==> src/sv/fprc8_pkg.sv <==
package fprc8_pkg;

	localparam int BYTE_W = 8;
	localparam int LEN_W  = 6;

	localparam logic [BYTE_W-1:0] START_BYTE = 8'hA5;
	localparam logic [BYTE_W-1:0] END_BYTE   = 8'h5A;
	localparam logic [BYTE_W-1:0] CRC_POLY   = 8'h07;

	typedef enum logic [2:0] {
		ST_HUNT,
		ST_LEN,
		ST_BODY,
		ST_CRC,
		ST_END,
		ST_EMIT_RD,
		ST_EMIT_LD
	} state_t;

	// Commands from the controller to the datapath.
	typedef struct packed {
		logic len_ld;
		logic body_wr;
		logic crc_wr;
		logic emit_start;
		logic rd_en;
		logic out_ld;
		logic emit_next;
	} dp_cmd_t;

	// Status from the datapath back to the controller.
	typedef struct packed {
		logic is_start;
		logic len_ok;
		logic body_done;
		logic end_ok;
		logic emit_last;
		logic out_free;
	} dp_sts_t;

	// One byte of CRC-8, MSB first; the top bit test stands for the 0x80 mask.
	function automatic logic [BYTE_W-1:0] crc8_update(input logic [BYTE_W-1:0] crc,
							  input logic [BYTE_W-1:0] data);
		logic [BYTE_W-1:0] c;
		c = crc ^ data;
		for (int b = 0; b < BYTE_W; b++) begin
			if (c[BYTE_W-1]) begin
				c = {c[BYTE_W-2:0], 1'b0} ^ CRC_POLY;
			end else begin
				c = {c[BYTE_W-2:0], 1'b0};
			end
		end
		return c;
	endfunction

endpackage

==> src/sv/fprc8_ctrl.sv <==
module fprc8_ctrl (
	input  logic              clk,
	input  logic              arst_n,
	input  logic              in_valid,
	output logic              in_stall,
	input  fprc8_pkg::dp_sts_t sts,
	output fprc8_pkg::dp_cmd_t cmd
);
	import fprc8_pkg::*;

	state_t state_q;
	state_t state_nxt;
	logic   in_acc;

	always_ff @(posedge clk or negedge arst_n) begin
		if (!arst_n) begin
			state_q <= ST_HUNT;
		end else begin
			state_q <= state_nxt;
		end
	end

	always_comb begin
		state_nxt = state_q;
		cmd       = '0;
		in_stall  = 1'b0;
		in_acc    = in_valid;
		case (state_q)
			ST_HUNT: begin
				if (in_acc && sts.is_start) begin
					state_nxt = ST_LEN;
				end
			end
			ST_LEN: begin
				if (in_acc) begin
					if (sts.len_ok) begin
						cmd.len_ld = 1'b1;
						state_nxt  = ST_BODY;
					end else begin
						state_nxt = ST_HUNT;
					end
				end
			end
			ST_BODY: begin
				if (in_acc) begin
					cmd.body_wr = 1'b1;
					if (sts.body_done) begin
						state_nxt = ST_CRC;
					end
				end
			end
			ST_CRC: begin
				if (in_acc) begin
					cmd.crc_wr = 1'b1;
					state_nxt  = ST_END;
				end
			end
			ST_END: begin
				if (in_acc) begin
					if (sts.end_ok) begin
						cmd.emit_start = 1'b1;
						state_nxt      = ST_EMIT_RD;
					end else begin
						state_nxt = ST_HUNT;
					end
				end
			end
			ST_EMIT_RD: begin
				in_stall  = 1'b1;
				cmd.rd_en = 1'b1;
				state_nxt = ST_EMIT_LD;
			end
			ST_EMIT_LD: begin
				in_stall = 1'b1;
				if (sts.out_free) begin
					cmd.out_ld = 1'b1;
					if (sts.emit_last) begin
						state_nxt = ST_HUNT;
					end else begin
						cmd.emit_next = 1'b1;
						state_nxt     = ST_EMIT_RD;
					end
				end
			end
			default: begin
				state_nxt = ST_HUNT;
			end
		endcase
	end

endmodule

==> src/sv/fprc8_dp.sv <==
module fprc8_dp #(
	parameter int STORE_DEPTH  = 64,
	parameter int MAX_BODY_LEN = 63
) (
	input  logic                                   clk,
	input  logic                                   arst_n,
	input  logic [fprc8_pkg::BYTE_W-1:0]           rx_byte,
	input  fprc8_pkg::dp_cmd_t                     cmd,
	output fprc8_pkg::dp_sts_t                     sts,
	input  logic                                   out_stall,
	output logic                                   out_valid,
	output logic [fprc8_pkg::BYTE_W-1:0]           opcode,
	output logic [fprc8_pkg::LEN_W-1:0]            payload_len,
	output logic [fprc8_pkg::BYTE_W-1:0]           payload_byte,
	output logic [fprc8_pkg::LEN_W-1:0]            payload_index,
	output logic                                   has_byte,
	output logic                                   last
);
	import fprc8_pkg::*;

	localparam int AW = $clog2(STORE_DEPTH);
	localparam int CW = BYTE_W + 1;
	localparam logic [CW-1:0] DEPTH_V   = CW'(STORE_DEPTH);
	localparam logic [CW-1:0] MAX_LEN_V = CW'(MAX_BODY_LEN);

	logic [BYTE_W-1:0] mem [STORE_DEPTH];

	logic [BYTE_W-1:0] frame_len_q;
	logic [BYTE_W-1:0] byte_count_q;
	logic [BYTE_W-1:0] crc_q;
	logic [BYTE_W-1:0] crc_rx_q;
	logic [BYTE_W-1:0] opcode_q;
	logic [BYTE_W-1:0] idx_q;
	logic [BYTE_W-1:0] rd_q;
	logic              rd_ok_q;
	logic              out_valid_q;

	logic              wr_ok;
	logic [CW-1:0]     count_nxt;
	logic [BYTE_W-1:0] crc_in;
	logic [BYTE_W-1:0] plen;
	logic [BYTE_W-1:0] rd_idx;
	logic              has_pl;

	assign wr_ok     = {1'b0, byte_count_q} < DEPTH_V;
	assign count_nxt = {1'b0, byte_count_q} + CW'(1);
	// Bytes beyond the store read back as zero, so the CRC sees zero too.
	assign crc_in    = wr_ok ? rx_byte : '0;
	assign plen      = frame_len_q - BYTE_W'(1);
	assign rd_idx    = idx_q + BYTE_W'(1);
	assign has_pl    = plen != '0;

	assign sts.is_start  = rx_byte == START_BYTE;
	assign sts.len_ok    = (rx_byte != '0) && ({1'b0, rx_byte} <= MAX_LEN_V);
	assign sts.body_done = count_nxt >= {1'b0, frame_len_q};
	assign sts.end_ok    = (rx_byte == END_BYTE) && (crc_q == crc_rx_q);
	assign sts.emit_last = !has_pl || (rd_idx == plen);
	assign sts.out_free  = !out_valid_q || !out_stall;

	always_ff @(posedge clk) begin
		if (cmd.body_wr && wr_ok) begin
			mem[byte_count_q[AW-1:0]] <= rx_byte;
		end
	end

	always_ff @(posedge clk) begin
		if (cmd.rd_en) begin
			rd_q    <= mem[rd_idx[AW-1:0]];
			rd_ok_q <= {1'b0, rd_idx} < DEPTH_V;
		end
	end

	always_ff @(posedge clk or negedge arst_n) begin
		if (!arst_n) begin
			frame_len_q  <= '0;
			byte_count_q <= '0;
		end else if (cmd.len_ld) begin
			frame_len_q  <= rx_byte;
			byte_count_q <= '0;
		end else if (cmd.body_wr) begin
			byte_count_q <= count_nxt[BYTE_W-1:0];
		end
	end

	always_ff @(posedge clk) begin
		if (cmd.len_ld) begin
			crc_q <= '0;
		end else if (cmd.body_wr) begin
			crc_q <= crc8_update(crc_q, crc_in);
		end
		if (cmd.body_wr && (byte_count_q == '0)) begin
			opcode_q <= rx_byte;
		end
		if (cmd.crc_wr) begin
			crc_rx_q <= ({1'b0, frame_len_q} < DEPTH_V) ? rx_byte : '0;
		end
		if (cmd.emit_start) begin
			idx_q <= '0;
		end else if (cmd.emit_next) begin
			idx_q <= rd_idx;
		end
	end

	always_ff @(posedge clk or negedge arst_n) begin
		if (!arst_n) begin
			out_valid_q <= 1'b0;
		end else if (cmd.out_ld) begin
			out_valid_q <= 1'b1;
		end else if (!out_stall) begin
			out_valid_q <= 1'b0;
		end
	end

	always_ff @(posedge clk) begin
		if (cmd.out_ld) begin
			opcode        <= opcode_q;
			payload_len   <= plen[LEN_W-1:0];
			payload_byte  <= (has_pl && rd_ok_q) ? rd_q : '0;
			payload_index <= has_pl ? idx_q[LEN_W-1:0] : '0;
			has_byte      <= has_pl;
			last          <= sts.emit_last;
		end
	end

	assign out_valid = out_valid_q;

endmodule

==> src/sv/framed_packet_receiver_crc8.sv <==
// Framed packet receiver with CRC-8 check.
// Input channel (in_valid, in_stall, rx_byte): one received byte per transaction.
// The receiver hunts for the start byte 0xA5, takes a length byte of 1..MAX_BODY_LEN,
// then the body (opcode and payload), a CRC byte and the end byte 0x5A.
// Output channel (out_valid, out_stall and the result fields): a good frame is
// delivered as one transaction per payload byte, or one transaction without a
// byte when the payload is empty; last marks the final one. Bad frames vanish.
// Throughput: one input byte per cycle while a frame is being received. After an
// accepted end byte the input stalls for the emit run, in which each result takes
// a store read and then an output load, plus any wait while the output stalls.
// The first result follows the end byte through the store read and output load states.
// An output register separates the two sides, so the final result of a run may
// wait on a stalled output while the next frame's bytes are already taken.
// Reset puts the receiver back to hunting with no result pending. The frame store
// is not cleared; every read that delivers a byte follows a write in the same frame.
module framed_packet_receiver_crc8 #(
	parameter int STORE_DEPTH  = 64,
	parameter int MAX_BODY_LEN = 63
) (
	input  logic                         clk,
	input  logic                         arst_n,
	input  logic                         in_valid,
	output logic                         in_stall,
	input  logic [fprc8_pkg::BYTE_W-1:0] rx_byte,
	output logic                         out_valid,
	input  logic                         out_stall,
	output logic [fprc8_pkg::BYTE_W-1:0] opcode,
	output logic [fprc8_pkg::LEN_W-1:0]  payload_len,
	output logic [fprc8_pkg::BYTE_W-1:0] payload_byte,
	output logic [fprc8_pkg::LEN_W-1:0]  payload_index,
	output logic                         has_byte,
	output logic                         last
);
	import fprc8_pkg::*;

	// Command and status groups between the sequencer and the datapath.
	dp_cmd_t cmd;
	dp_sts_t sts;

	// The controller walks the frame fields and, after a good frame, steps the
	// emit run one stored byte at a time.
	fprc8_ctrl u_ctrl (
		.clk      (clk),
		.arst_n   (arst_n),
		.in_valid (in_valid),
		.in_stall (in_stall),
		.sts      (sts),
		.cmd      (cmd)
	);

	// The datapath holds the frame store, the running CRC, the counters and the
	// output register.
	fprc8_dp #(
		.STORE_DEPTH  (STORE_DEPTH),
		.MAX_BODY_LEN (MAX_BODY_LEN)
	) u_dp (
		.clk           (clk),
		.arst_n        (arst_n),
		.rx_byte       (rx_byte),
		.cmd           (cmd),
		.sts           (sts),
		.out_stall     (out_stall),
		.out_valid     (out_valid),
		.opcode        (opcode),
		.payload_len   (payload_len),
		.payload_byte  (payload_byte),
		.payload_index (payload_index),
		.has_byte      (has_byte),
		.last          (last)
	);

endmodule

==> config.mk <==
export PLATFORM = sky130hd
export DESIGN_NAME = framed_packet_receiver_crc8
export DESIGN_NICKNAME = d
export VERILOG_FILES = /design/src/sv/fprc8_pkg.sv /design/src/sv/fprc8_ctrl.sv /design/src/sv/fprc8_dp.sv /design/src/sv/framed_packet_receiver_crc8.sv
export SDC_FILE = /design/constraint.sdc
export NUM_CORES = 1
export LEC_CHECK = 0
export ABC_AREA = 1
export ABC_CLOCK_PERIOD_IN_PS = 5920
export BUFFER_PORTS_ARGS = -buffer_cell sky130_fd_sc_hd__buf_2
export CELL_PAD_IN_SITES_DETAIL_PLACEMENT = 0
export CELL_PAD_IN_SITES_GLOBAL_PLACEMENT = 1
export CORE_ASPECT_RATIO = 1.5
export CORE_UTILIZATION = 55
export DETAILED_ROUTE_END_ITERATION = 10
export PLACE_DENSITY_LB_ADDON = 0.3
export SYNTH_ARGS = -nofsm -noshare
export SYNTH_HDL_FRONTEND = slang
export SYNTH_HIERARCHICAL = 1
export SYNTH_SLANG_ARGS = --single-unit
==> constraint.sdc <==
create_clock -name clk -period 5.92 [get_ports clk]
set_clock_uncertainty 0.05 [all_clocks]
set_input_delay 0.888 -clock clk [delete_from_list [all_inputs] [get_ports clk]]
set_output_delay 0.888 -clock clk [all_outputs]
set_load 0.01 [all_outputs]
==> impl_metrics.env <==
export IMPL_ios=44
export IMPL_htreeDepth=2
export IMPL_peakVddDrop_mv=0.4524
export IMPL_fp_dieW_microns=176.9
export IMPL_synth_top_area_cell="edfxtp_1"
export IMPL_dieArea_sq_um=46770
export IMPL_syn_avg_cell_area_sq_um=11.94
export IMPL_grt_usage_pct=28.57
export IMPL_clock_latency_ns=0.58
export IMPL_wirelength_microns=65510
export IMPL_antenna_left=0
export IMPL_synth_seq_cells=603
export IMPL_dpl_hpwl_microns=40610
export IMPL_hp_class="in2async"
export IMPL_ys_warn_count=6
export IMPL_final_util_pct=60.82
export IMPL_cp_data_required_time_ns=6.08
export IMPL_clk_path_buf_depth=3
export IMPL_crit_family="simple AND/OR/NAND/NOR gates"
export IMPL_fill_cells=3480
export IMPL_grt_pass1_vias=16397
export IMPL_period_share_pct=68.25
export IMPL_setup_tns_ns=0
export IMPL_max_freq_mhz=247.5
export IMPL_synth_area_sq_um=25240
export IMPL_cpMostUsedCell="nor2_1"
export IMPL_io_buffer_count=43
export IMPL_first_iter_violations=1701
export IMPL_area_growth_pct=8.557
export IMPL_drv_slew=0
export IMPL_start_util_pct=56.03
export IMPL_finalInstanceArea_sq_um=27400
export IMPL_vias=16428
export IMPL_ys_types=39
export IMPL_diodes=0
export IMPL_status="complete, no violations"
export IMPL_regArea_sq_um=17850
export IMPL_gpl_final_weighted_congestion=0.8856
export IMPL_synth_area_leaders="edfxtp_1 67%, nor2_1 7.4%, o21ai_0 5.6%"
export IMPL_cts_setup_buffers=0
export IMPL_setup_viol=0
export IMPL_worst_path_max_delay_cell="nand4_1"
export IMPL_cts_buffers=52
export IMPL_nNetsFinal=2142
export IMPL_final_cells=2738
export IMPL_grt_max_degree=175
export IMPL_drv_cap=0
export IMPL_tritoncts="yes"
export IMPL_dpl_instance_area_sq_um=25730
export IMPL_rsz0062_at_grt="false"
export IMPL_routedWlPerCell_microns=23.93
export IMPL_syn_inst=2114
export IMPL_startpoint_type="flop"
export IMPL_clock_sinks=603
export IMPL_worst_pin_slew_ns=1.180
export IMPL_first_pass_iters=7
export IMPL_cp_arrival_ns=4.20
export IMPL_syn_nets=2139
export IMPL_cp_num_buf_inv=1
export IMPL_cp_cell_sequence="nor2_1 > nand2_1 > nor2_1 > inv_1 > nor3_2 > nand4_1 > nor2_1"
export IMPL_slew_headroom_pct=21.30
export IMPL_die_h_microns=264.4
export IMPL_cts_resized=0
export IMPL_finalHoldViolations=0
export IMPL_finalCriticalPeriod_ns=4.041
export IMPL_cts_root_buffer="clkbuf_16"
export IMPL_critPathKind="reg2reg"
export IMPL_slowest_delay_ns=0.97
export IMPL_multiInputGateArea_sq_um=6375
export IMPL_ctsHoldBuffers=0
export IMPL_antenna_found_initial=0
export IMPL_drive_gt1_share_pct=7.931
export IMPL_synth_top_area_share_pct=67.46
export IMPL_grt_overflow=0
export IMPL_power_density_nw_per_um2=476.7
export IMPL_remaining_drc_errors=0
export IMPL_coreArea_sq_um=45050
export IMPL_grt_pass1_wl_microns=97520
export IMPL_cellLeakagePower_nw=9.327
export IMPL_viasPerCell=6.000
export IMPL_yosysSeqAreaShare_pct=70.71
export IMPL_clk_pin_slew_ns=0.07
export IMPL_worstPathMaxFanout=9
export IMPL_cp_end_kind="flop"
export IMPL_placed_cells_incl_taps=2645
export IMPL_rows=95
==> registers in the layout, summed over array words and instances, names as in the netlist, 3 cells and up <==
signal,flops
u_dp/crc_q,8
u_dp/idx_q,8
u_dp/opcode_q,8
u_dp/opcode,8
u_dp/mem,512
u_dp/frame_len_q,8
u_dp/payload_index,6
u_dp/byte_count_q,8
u_dp/crc_rx_q,8
u_dp/payload_byte,8
u_ctrl/state_q,3
u_dp/payload_len,6
u_dp/rd_q,8
==> power breakdown <==
part	leakage, nW	internal (mW)	switching, mW
logic	3.03	1.33	3.34
registers	5.49	4.85	0.189
clock network	0.808	1.86	1.50
total	9.33	8.04	5.03
==> synth_stat cells <==
cell type  count
nand2_1      133
xor2_4         1
buf_6         18
xor2_2         3
ha_1          13
a21oi_1       12
nand2_2        2
nor3_1         4
inv_2          6
inv_1         89
o21ai_0      283
nor2_1       495
or3_1          1
nand4_1       14
o211ai_1     129
buf_2         25
xor2_1        17
nand3b_1       2
or2_1          2
o22ai_1        5
buf_1         13
a31oi_1        1
xnor2_1        7
o21ai_1        2
nand3_4        1
edfxtp_1     567
buf_4         18
nand3_1      159
clkinv_1       1
nand3_2        2
dfxtp_1       16
nand4_2        1
dfrtp_1       20
nor2_2         4
nor3_2         1
a211oi_1       1
clkbuf_1      44
o21bai_1       1
nor4_1         1
==> final timing paths <==
path | slack (ns) | startpoint | to | cells after the start
worst max register to register | 1.88 | u_ctrl/state_q[2] | u_dp/mem[22][2] | 7
min in group clk | 0.37 | u_dp/opcode_q[3] | u_dp/opcode[3] | 0
worst max-delay path | 1.88 | u_ctrl/state_q[2] | u_dp/mem[22][2] | 7
max in group asynchronous | 5.26 | arst_n | u_dp/byte_count_q[1] | 1
worst min-delay path | 0.21 | arst_n | u_dp/out_valid | 1
worst min register to register | 0.37 | u_dp/opcode_q[3] | u_dp/opcode[3] | 0
==> logic make-up after synthesis <==
group                      count (synthesis)  share of synthesized area [%]
DFF                                      603                          70.71
AOI/OAI and AO/OA                        434                          9.935
buffers and inverters                    214                          4.110
adders and majority gates                 13                         0.6445
xor gates and xnor gates                  28                          1.135
and+or+nand+nor                          822                          13.46
==> routing by layer <==
layer | routed length [microns] | up-vias | part of all wire [%] | GRT usage [%]
li1 | - | 7561 | - | -
met1 | 23810 | 7987 | 36 | 33.79
met2 | 34090 | 718 | 52 | 50.28
met3 | 4254 | 162 | 6.5 | 3.686
met4 | 3356 | 0 | 5.1 | 15.38
met5 | 0 | - | 0 | 0
==> final cells by class <==
class | instances | area share, %
inverter | 96 | 1.333
clock inverter | 36 | 1.206
multi-input combinational | 1297 | 23.27
clock buffer | 57 | 4.895
sequential | 603 | 65.15
tap | 582 | 2.658
timing repair buffer | 67 | 1.489
==> stage by stage <==
stage / total power [mW] / hold slack (ns) / setup slack [ns]
6_report: 13.06 / 0.2096 / 1.879
5_1_grt: 13.66 / 0.2341 / 1.560
4_1_cts: 13.04 / 0.2008 / 1.873
3_5_place_dp: 9.712 / 0.3562 / 1.572
3_3_place_gp: 9.659 / 0.3521 / 1.756
2_1_floorplan: 8.340 / 0.3503 / 3.106
==> placed cells by master, fill, tap and decap left out, drive strengths merged, types with 5 or more instances in the layout <==
cell type	count
a21oi	12
buf	67
bufinv	5
clkbuf	57
clkinv	25
clkinvlp	6
dfrtp	20
dfxtp	16
edfxtp	567
ha	13
inv	96
nand2	135
nand3	162
nand4	15
nor2	499
nor3	5
o211ai	129
o21ai	285
o22ai	5
xnor2	7
xor2	21
Note: power is estimated with default switching activity, not from simulation.
